<file path="src/rtl/htfd_pkg.sv">
// Shared types, constants and the CRC-8 step for the sensor frame decoder.
// No dependencies; every other file but htfd_if refers to it by scoped names.
package htfd_pkg;

	localparam logic [7:0] CRC_POLY = 8'h31;
	localparam logic [7:0] CRC_INIT = 8'hFF;

	localparam int TEMP_SCALE  = 17500;
	localparam int TEMP_OFFSET = -4500;
	localparam int HUMID_SCALE = 10000;
	localparam int FULL_SCALE  = 65535;

	localparam int QUEUE_DEPTH = 2;

	typedef enum logic [2:0] {
		POS_T_MSB = 3'd0,
		POS_T_LSB = 3'd1,
		POS_T_CRC = 3'd2,
		POS_H_MSB = 3'd3,
		POS_H_LSB = 3'd4,
		POS_H_CRC = 3'd5
	} pos_t;

	typedef enum logic [1:0] {
		ST_OK        = 2'd0,
		ST_TEMP_CRC  = 2'd1,
		ST_HUMID_CRC = 2'd2
	} status_t;

	typedef struct packed {
		logic [15:0] temp_raw;
		logic [15:0] humid_raw;
		status_t     status;
	} meas_t;

	function automatic logic [7:0] crc8(input logic [7:0] crc, input logic [7:0] b);
		logic [7:0] c;
		c = crc ^ b;
		for (int i = 0; i < 8; i++) begin
			if (c[7]) begin
				c = {c[6:0], 1'b0} ^ CRC_POLY;
			end else begin
				c = {c[6:0], 1'b0};
			end
		end
		return c;
	endfunction

endpackage

</file>
<file path="src/rtl/htfd_if.sv">
// Channel interfaces of the frame decoder: received bytes in, measurements out.
// Depends on nothing.
interface htfd_byte_if;
	logic       valid;
	logic       ready;
	logic [7:0] rx_byte;
	logic       frame_start;

	modport source(output valid, rx_byte, frame_start, input ready);
	modport sink(input valid, rx_byte, frame_start, output ready);
endinterface

interface htfd_result_if;
	logic               valid;
	logic               ready;
	logic signed [14:0] temperature_centi;
	logic [13:0]        humidity_centi;
	logic [1:0]         status;

	modport source(output valid, temperature_centi, humidity_centi, status, input ready);
	modport sink(input valid, temperature_centi, humidity_centi, status, output ready);
endinterface

</file>
<file path="src/rtl/htfd_front.sv">
// Front end: tracks frame position, runs the CRC, assembles the raw words and
// pushes one record per frame. Depends on htfd_pkg and htfd_byte_if.
module htfd_front (
	input  logic              clk,
	input  logic              arst_n,
	htfd_byte_if.sink         rx,
	output logic              push_valid,
	output htfd_pkg::meas_t   push_data,
	input  logic              push_ready
);

	htfd_pkg::pos_t pos_q, pos_d, pos_eff;
	logic [7:0]     crc_q, crc_d;
	logic [15:0]    temp_q, temp_d;
	logic [15:0]    humid_q, humid_d;
	logic           tfail_q, tfail_d;
	logic           accept;

	assign rx.ready = push_ready;
	assign accept   = rx.valid && push_ready;

	always_comb begin
		pos_eff = rx.frame_start ? htfd_pkg::POS_T_MSB : pos_q;
		pos_d   = pos_q;
		crc_d   = crc_q;
		temp_d  = temp_q;
		humid_d = humid_q;
		tfail_d = tfail_q;
		push_valid = 1'b0;
		if (accept) begin
			unique case (pos_eff)
				htfd_pkg::POS_T_LSB: begin
					crc_d  = htfd_pkg::crc8(crc_q, rx.rx_byte);
					temp_d = {temp_q[15:8], rx.rx_byte};
					pos_d  = htfd_pkg::POS_T_CRC;
				end
				htfd_pkg::POS_T_CRC: begin
					tfail_d = (crc_q != rx.rx_byte);
					crc_d   = htfd_pkg::CRC_INIT;
					pos_d   = htfd_pkg::POS_H_MSB;
				end
				htfd_pkg::POS_H_MSB: begin
					crc_d   = htfd_pkg::crc8(htfd_pkg::CRC_INIT, rx.rx_byte);
					humid_d = {rx.rx_byte, 8'h00};
					pos_d   = htfd_pkg::POS_H_LSB;
				end
				htfd_pkg::POS_H_LSB: begin
					crc_d   = htfd_pkg::crc8(crc_q, rx.rx_byte);
					humid_d = {humid_q[15:8], rx.rx_byte};
					pos_d   = htfd_pkg::POS_H_CRC;
				end
				htfd_pkg::POS_H_CRC: begin
					push_valid = 1'b1;
					crc_d      = htfd_pkg::CRC_INIT;
					pos_d      = htfd_pkg::POS_T_MSB;
				end
				default: begin
					// first byte of a frame
					crc_d  = htfd_pkg::crc8(htfd_pkg::CRC_INIT, rx.rx_byte);
					temp_d = {rx.rx_byte, 8'h00};
					pos_d  = htfd_pkg::POS_T_LSB;
				end
			endcase
		end
	end

	always_comb begin
		push_data.temp_raw  = temp_q;
		push_data.humid_raw = humid_q;
		if (tfail_q) begin
			push_data.status = htfd_pkg::ST_TEMP_CRC;
		end else if (crc_q != rx.rx_byte) begin
			push_data.status = htfd_pkg::ST_HUMID_CRC;
		end else begin
			push_data.status = htfd_pkg::ST_OK;
		end
	end

	always_ff @(posedge clk or negedge arst_n) begin
		if (!arst_n) begin
			pos_q   <= htfd_pkg::POS_T_MSB;
			crc_q   <= htfd_pkg::CRC_INIT;
			temp_q  <= '0;
			humid_q <= '0;
			tfail_q <= 1'b0;
		end else begin
			pos_q   <= pos_d;
			crc_q   <= crc_d;
			temp_q  <= temp_d;
			humid_q <= humid_d;
			tfail_q <= tfail_d;
		end
	end

endmodule

</file>
<file path="src/rtl/htfd_queue.sv">
// Short record queue between front and back end.
// Depends on htfd_pkg.
module htfd_queue (
	input  logic            clk,
	input  logic            arst_n,
	input  logic            push_valid,
	input  htfd_pkg::meas_t push_data,
	output logic            push_ready,
	output logic            pop_valid,
	output htfd_pkg::meas_t pop_data,
	input  logic            pop_ready
);

	localparam int PtrW = (htfd_pkg::QUEUE_DEPTH > 1) ? $clog2(htfd_pkg::QUEUE_DEPTH) : 1;
	localparam int CntW = $clog2(htfd_pkg::QUEUE_DEPTH + 1);

	htfd_pkg::meas_t     mem_q [htfd_pkg::QUEUE_DEPTH];
	logic [PtrW-1:0]     wr_ptr_q, rd_ptr_q;
	logic [CntW-1:0]     count_q;
	logic                do_push, do_pop;

	assign push_ready = (count_q != CntW'(htfd_pkg::QUEUE_DEPTH));
	assign pop_valid  = (count_q != '0);
	assign pop_data   = mem_q[rd_ptr_q];
	assign do_push    = push_valid && push_ready;
	assign do_pop     = pop_valid && pop_ready;

	always_ff @(posedge clk) begin
		if (do_push) begin
			mem_q[wr_ptr_q] <= push_data;
		end
	end

	always_ff @(posedge clk or negedge arst_n) begin
		if (!arst_n) begin
			wr_ptr_q <= '0;
			rd_ptr_q <= '0;
			count_q  <= '0;
		end else begin
			if (do_push) begin
				wr_ptr_q <= (wr_ptr_q == PtrW'(htfd_pkg::QUEUE_DEPTH - 1)) ? '0 : wr_ptr_q + 1'b1;
			end
			if (do_pop) begin
				rd_ptr_q <= (rd_ptr_q == PtrW'(htfd_pkg::QUEUE_DEPTH - 1)) ? '0 : rd_ptr_q + 1'b1;
			end
			if (do_push && !do_pop) begin
				count_q <= count_q + 1'b1;
			end else if (do_pop && !do_push) begin
				count_q <= count_q - 1'b1;
			end
		end
	end

endmodule

</file>
<file path="src/rtl/htfd_back.sv">
// Back end: scales the raw words to centi-units (multiply, then divide by
// 65535 via shift-and-correct) and holds the result word. Depends on htfd_pkg.
module htfd_back (
	input  logic            clk,
	input  logic            arst_n,
	input  logic            pop_valid,
	input  htfd_pkg::meas_t pop_data,
	output logic            pop_ready,
	htfd_result_if.source   res
);

	logic               valid_s1;
	logic [30:0]        tprod_s1;
	logic [29:0]        hprod_s1;
	htfd_pkg::status_t  status_s1;

	logic               out_valid_q;
	logic signed [14:0] temp_q;
	logic [13:0]        humid_q;
	htfd_pkg::status_t  status_q;

	logic               adv_out, load_s1;
	logic [14:0]        tq_hi;
	logic [16:0]        t_rem;
	logic [14:0]        tq;
	logic [13:0]        hq_hi;
	logic [16:0]        h_rem;
	logic [13:0]        hq;
	logic signed [15:0] temp_full;

	assign adv_out   = !out_valid_q || res.ready;
	assign load_s1   = !valid_s1 || adv_out;
	assign pop_ready = load_s1;

	// floor(x / 65535): q = x>>16, remainder (x & 0xFFFF) + q stays below 2*65535
	always_comb begin
		tq_hi = tprod_s1[30:16];
		t_rem = {1'b0, tprod_s1[15:0]} + 17'(tq_hi);
		tq    = tq_hi + 15'(t_rem >= 17'(htfd_pkg::FULL_SCALE));
		hq_hi = hprod_s1[29:16];
		h_rem = {1'b0, hprod_s1[15:0]} + 17'(hq_hi);
		hq    = hq_hi + 14'(h_rem >= 17'(htfd_pkg::FULL_SCALE));
		temp_full = $signed({1'b0, tq}) + 16'(htfd_pkg::TEMP_OFFSET);
	end

	always_ff @(posedge clk) begin
		if (load_s1) begin
			tprod_s1  <= 31'(pop_data.temp_raw) * 31'(htfd_pkg::TEMP_SCALE);
			hprod_s1  <= 30'(pop_data.humid_raw) * 30'(htfd_pkg::HUMID_SCALE);
			status_s1 <= pop_data.status;
		end
		if (adv_out) begin
			status_q <= status_s1;
			if (status_s1 == htfd_pkg::ST_OK) begin
				temp_q  <= temp_full[14:0];
				humid_q <= hq;
			end else begin
				temp_q  <= '0;
				humid_q <= '0;
			end
		end
	end

	always_ff @(posedge clk or negedge arst_n) begin
		if (!arst_n) begin
			valid_s1    <= 1'b0;
			out_valid_q <= 1'b0;
		end else begin
			if (load_s1) begin
				valid_s1 <= pop_valid;
			end
			if (adv_out) begin
				out_valid_q <= valid_s1;
			end
		end
	end

	assign res.valid             = out_valid_q;
	assign res.temperature_centi = temp_q;
	assign res.humidity_centi    = humid_q;
	assign res.status            = status_q;

endmodule

</file>
<file path="src/rtl/humidity_temp_frame_decoder.sv">
// Humidity/temperature sensor frame decoder, top level.
// Depends on htfd_pkg, htfd_if, htfd_front, htfd_queue and htfd_back.
//
// Usage:
//   rx takes one received frame byte per word (rx_byte, frame_start). The
//   frame is temperature MSB, LSB, CRC, humidity MSB, LSB, CRC; frame_start
//   marks a first byte and drops any partial frame. After the sixth byte the
//   next byte starts a new frame on its own.
//   result gives one word per frame: temperature_centi, humidity_centi and
//   status (0 ok, 1 temperature CRC bad, 2 humidity CRC bad; values 0 on error).
//   Throughput: one byte per cycle while rx.ready is high, with the CRC-8
//   step done combinationally. Path: after the sixth byte is accepted the
//   record is written to the queue, goes through the multiply stage, then
//   reaches the divide/output register.
//   Stall: a stalled result holds; the two-entry queue and the pipeline keep
//   taking bytes until the queue is full, then rx.ready drops.
//   Reset: arst_n resets frame position and CRC (to CRC_INIT) and clears all
//   valid flags; the first byte after reset is taken as a frame start.
module humidity_temp_frame_decoder (
	input  logic          clk,
	input  logic          arst_n,
	htfd_byte_if.sink     rx,
	htfd_result_if.source result
);

	logic            push_valid, push_ready;
	htfd_pkg::meas_t push_data;
	logic            pop_valid, pop_ready;
	htfd_pkg::meas_t pop_data;

	htfd_front u_front (
		.clk        (clk),
		.arst_n     (arst_n),
		.rx         (rx),
		.push_valid (push_valid),
		.push_data  (push_data),
		.push_ready (push_ready)
	);

	htfd_queue u_queue (
		.clk        (clk),
		.arst_n     (arst_n),
		.push_valid (push_valid),
		.push_data  (push_data),
		.push_ready (push_ready),
		.pop_valid  (pop_valid),
		.pop_data   (pop_data),
		.pop_ready  (pop_ready)
	);

	htfd_back u_back (
		.clk       (clk),
		.arst_n    (arst_n),
		.pop_valid (pop_valid),
		.pop_data  (pop_data),
		.pop_ready (pop_ready),
		.res       (result)
	);

endmodule
</file>
<file path="src/flat_wrapper.sv">
// flat-port wrapper written by rule: the top's interface ports become plain ports
module humidity_temp_frame_decoder_flat 
  (clk, arst_n, rx_valid, rx_rx_byte, rx_frame_start, rx_ready, result_valid, result_temperature_centi, result_humidity_centi, result_status, result_ready);
  htfd_byte_if rx_i ();
  htfd_result_if result_i ();
  input  logic clk;
  input  logic arst_n;
  input wire logic [$bits(rx_i.valid)-1:0] rx_valid;
  input wire logic [$bits(rx_i.rx_byte)-1:0] rx_rx_byte;
  input wire logic [$bits(rx_i.frame_start)-1:0] rx_frame_start;
  output wire logic [$bits(rx_i.ready)-1:0] rx_ready;
  output wire logic [$bits(result_i.valid)-1:0] result_valid;
  output wire logic [$bits(result_i.temperature_centi)-1:0] result_temperature_centi;
  output wire logic [$bits(result_i.humidity_centi)-1:0] result_humidity_centi;
  output wire logic [$bits(result_i.status)-1:0] result_status;
  input wire logic [$bits(result_i.ready)-1:0] result_ready;
  assign rx_i.valid = rx_valid;
  assign rx_i.rx_byte = rx_rx_byte;
  assign rx_i.frame_start = rx_frame_start;
  assign rx_ready = rx_i.ready;
  assign result_valid = result_i.valid;
  assign result_temperature_centi = result_i.temperature_centi;
  assign result_humidity_centi = result_i.humidity_centi;
  assign result_status = result_i.status;
  assign result_i.ready = result_ready;
  humidity_temp_frame_decoder u_core (.clk(clk), .arst_n(arst_n), .rx(rx_i), .result(result_i));
endmodule
</file>
<file path="config.mk">
export PLATFORM = sky130hd
export DESIGN_NAME = humidity_temp_frame_decoder_flat
export DESIGN_NICKNAME = d
export VERILOG_FILES = /design/src/rtl/htfd_pkg.sv /design/src/rtl/htfd_if.sv /design/src/rtl/htfd_front.sv /design/src/rtl/htfd_queue.sv /design/src/rtl/htfd_back.sv /design/src/rtl/humidity_temp_frame_decoder.sv /design/src/flat_wrapper.sv
export SDC_FILE = /design/constraint.sdc
export NUM_CORES = 1
export LEC_CHECK = 0
export ABC_AREA = 1
export BUFFER_PORTS_ARGS = -buffer_cell sky130_fd_sc_hd__buf_2
export CORE_UTILIZATION = 25
export DETAILED_ROUTE_END_ITERATION = 16
export PLACE_DENSITY = 0.41
export SETUP_SLACK_MARGIN = 0.1
export SLEW_MARGIN = 20
export SYNTH_ARGS = -nofsm -noshare
export SYNTH_HDL_FRONTEND = slang
export SYNTH_SLANG_ARGS = --single-unit
export TNS_END_PERCENT = 5
</file>
<file path="constraint.sdc">
create_clock -name clk -period 11.42 [get_ports clk]
set_clock_uncertainty 0.05 [all_clocks]
set_input_delay 1.142 -clock clk [delete_from_list [all_inputs] [get_ports clk]]
set_output_delay 1.142 -clock clk [all_outputs]
set_load 0.005 [all_outputs]
</file>
==> results.md <==
* Outcome: finished, final reports clean
* Element type at the critical path end: flop
* Post-Syn Instances at about 1.7k
* Post-Synthesis Cell Area at around 16000 um^2
* Resize count post-CTS at 0
* Final Setup Violations at 0
* Routed WL per cell at roughly 15 um
* # hold bufs at CTS at 0
* I/O Buffers at 45
* Simple-gate area share of the yosys netlist at 0.1573
* Detailed placement HPWL at 31.77 mm
* CTS Buf Count at 26
* Site row count at 91
* Total routed wirelength at around 39 mm
* YS warnings at 0
* Total GRT Usage at 0.1244
* Avg Cell Area, Syn at about 9.2 um^2
* CP Launch Type: flop
* Post-Syn Nets at a little over 2k
* Post-synth ARST share at 0.2427
* Pins Over Slew Limit at 0
* Max Cap Viol at 0
* Diode count at 0
* Residual DRC at 0
* DR pass1 iterations at 4
* Final GP Congestion at roughly 0.84
* Vias per std cell at approximately 4.3
* Most frequent cells in the layout: inv_1 (322), nand2_1 (310), ha_1 (196)
* Clock root cell: clkbuf_16
* Layout cell share with drive strength beyond 1 at 0.08641
* Leading cell types by total area after synthesis: edfxtp_1 (30%), ha_1 (15%), fa_1 (10%)
* Area growth, synth to finish at 13.40%
* Post-synth top area cell: edfxtp_1
* Fill cells at roughly 6.6k
* Reg2Reg Capture Point: u_core.u_back.hprod_s1[25]
* R2R setup slack at 5.89 ns
* Seq cells post-synth at between 200 and 250
* Vias in the first global route at 11.52k
* Worst skew pair latency at 0.54 ns
* Die area at between 60000 and 70000 um^2
* Chip width at between 200 and 300 um
* Slew @ Worst Pin at approximately 0.95 ns
* Top cell type's share of synthesized area at 0.2954
* Initial antenna violation count at 0
* Initial drt markers at between 500 and 600
* Sequential fraction of the synthesis area at 0.3750
* CTS Buffer Depth at 3
* FMAX at 0.1809 GHz
* Synth cell types at 50
* Total core area at a little over 60000 um^2
* CP Data Required Time at around 12 ns
* Sink Count at 206
* Hold WC Path Type: flop to flop
* Starting density of the core at 0.2551
* Largest family of logic cells by synthesized area: adder cells
* Slew HR at 0.3603
* Min-delay src: u_core.u_front.humid_q[1]
* Most common cell after layout, fill and taps aside: inv_1
* Xor/xnor share of the synthesized area at 0.03582
* Arr. time, crit path at 5.75 ns
* Vias post-DR at ~11k
* Post-synth EDFFs at 156
* Largest net degree at the start of global routing at 60
* Most used DFF post-synth: edfxtp_1
* Hold Fails Final Rpt at 0
* Nets at around 2.1k
* DIE HEIGHT at 253.8 um
* Post-CTS setup buffer count at 0
* Hold Path Depth at 0
* RSZ-0062 raised after global routing: false
* Post-place setup slack at just under 6 ns
* Critical path class: flop to flop
* Post-DRT Antenna Nets at 0
* Crit Reg-Reg Startpoint: u_core.u_queue.rd_ptr_q
* Hold Path End: u_core.u_queue.mem_q[1][3]
* Final worst slack at 5.891 ns
* Maximum fanout along the worst path at 30
* Global-route wire length before repair at ~64 mm
* Area after DPL at between 15000 and 20000 um^2
* Adder-cell area share of the yosys netlist at 0.2582
* Mux share of post-synthesis cell area at 0
* Final instance area at roughly 18000 um^2
* CTS H-Tree Depth at 1
* CTS tree: built
* Setup TNS at 0 ns
* Remaining Overflow, GRT at 0
* Crit share post-route at 0.4841
* Synth Area in Compound Gates at 0.09082
* Worst-case reg-to-reg path depth at 21
* Io pins at 46
* Clock-pin slew on the worst setup and hold paths at 0.06 ns
* Post-layout min period at roughly 5.5 ns
## final cells by class
type	instances	area, um^2	area share
Multi-Input combinational cell	1181	8618	0.4793
Sequential cell	206	5946	0.3307
Inverter	326	1224	0.06805
Tap cell	837	1047	0.05824
Clock buffer	30	686.9	0.03820
Timing Repair Buffer	56	307.8	0.01712
Clock inverter	18	151.4	0.008420
## how the worst max path moves through the flow
| stage | startpoint | end | depth (start not counted) |
|---|---|---|---|
| 6_report | u_core.u_queue.rd_ptr_q | u_core.u_back.hprod_s1[25] | 21 |
| 2_1_floorplan | u_core.u_queue.rd_ptr_q | u_core.u_back.tprod_s1[24] | 22 |
| 3_5_place_dp | u_core.u_queue.rd_ptr_q | u_core.u_back.hprod_s1[23] | 17 |
| 3_3_place_gp | u_core.u_queue.rd_ptr_q | u_core.u_back.hprod_s1[25] | 21 |
| 5_1_grt | u_core.u_queue.rd_ptr_q | u_core.u_back.tprod_s1[24] | 21 |
| 4_1_cts | u_core.u_queue.rd_ptr_q | u_core.u_back.hprod_s1[23] | 17 |
## cells in the mapped netlist (9+ instances only)
master	count
a21oi_1	103
a31oi_1	9
clkbuf_1	11
dfrtp_1	42
edfxtp_1	156
fa_1	82
ha_1	196
inv_1	322
nand2_1	310
nand3_1	77
nand4_1	15
nor2_1	112
nor3_1	16
o21ai_0	100
or2_2	25
xnor2_1	29
xor2_1	34
## per-stage QoR
stage | utilization | cells | hold slack (ns)
floorplan | - | 1732 | 0.3772
global placement | 0.2756 | 2606 | 0.4008
detailed placement | 0.2756 | 2606 | 0.4065
CTS | 0.2891 | 2654 | 0.4192
global route | 0.2892 | 2654 | 0.4408
finish | 0.2892 | 2654 | 0.4177
## cells by family after synthesis
family	Yosys count
simple gates	578
fa+ha+maj	278
buf+inv	345
xor+xnor	64
compound gates	261
flops	206
## flip-flops by register name, summed over array words and instances, names as in the netlist
name	flops
u_core.u_queue.rd_ptr_q	1
u_core.u_back.res.valid	1
u_core.u_back.tprod_s1	29
u_core.u_back.res.humidity_centi	14
u_core.u_back.res.status	2
u_core.u_front.humid_q	16
u_core.u_back.status_s1	2
u_core.u_front.temp_q	16
u_core.u_back.valid_s1	1
u_core.u_back.res.temperature_centi	15
u_core.u_queue.mem_q	68
u_core.u_queue.wr_ptr_q	1
u_core.u_front.tfail_q	1
u_core.u_front.pos_q	3
u_core.u_front.crc_q	8
u_core.u_back.hprod_s1	26
u_core.u_queue.count_q	2
## critical path, stage by stage (launching register included)
cell	delay (ns)
dfrtp_1	0.34
inv_1	0.09
buf_4	0.24
or2_2	0.29
o21ai_0	0.13
inv_1	0.23
fa_1	0.51
ha_1	0.28
inv_1	0.05
fa_1	0.53
inv_1	0.04
ha_1	0.27
inv_1	0.05
fa_1	0.51
inv_1	0.05
ha_1	0.36
a21oi_1	0.31
a21boi_1	0.31
o21ai_0	0.26
nand3_1	0.14
nand2_1	0.07
xor2_1	0.15
## per-layer routing
metal | up-vias | routed length, um | global-route usage
met5 | - | 0 | 0
met4 | 0 | 516 | 0.01910
met3 | 28 | 1300 | 0.01823
met2 | 149 | 17210 | 0.1967
met1 | 5292 | 20170 | 0.1813
li1 | 5830 | - | -
Power is not shown: default switching activity piles up to over one toggle a cycle in this logic, so the estimate is an artifact.
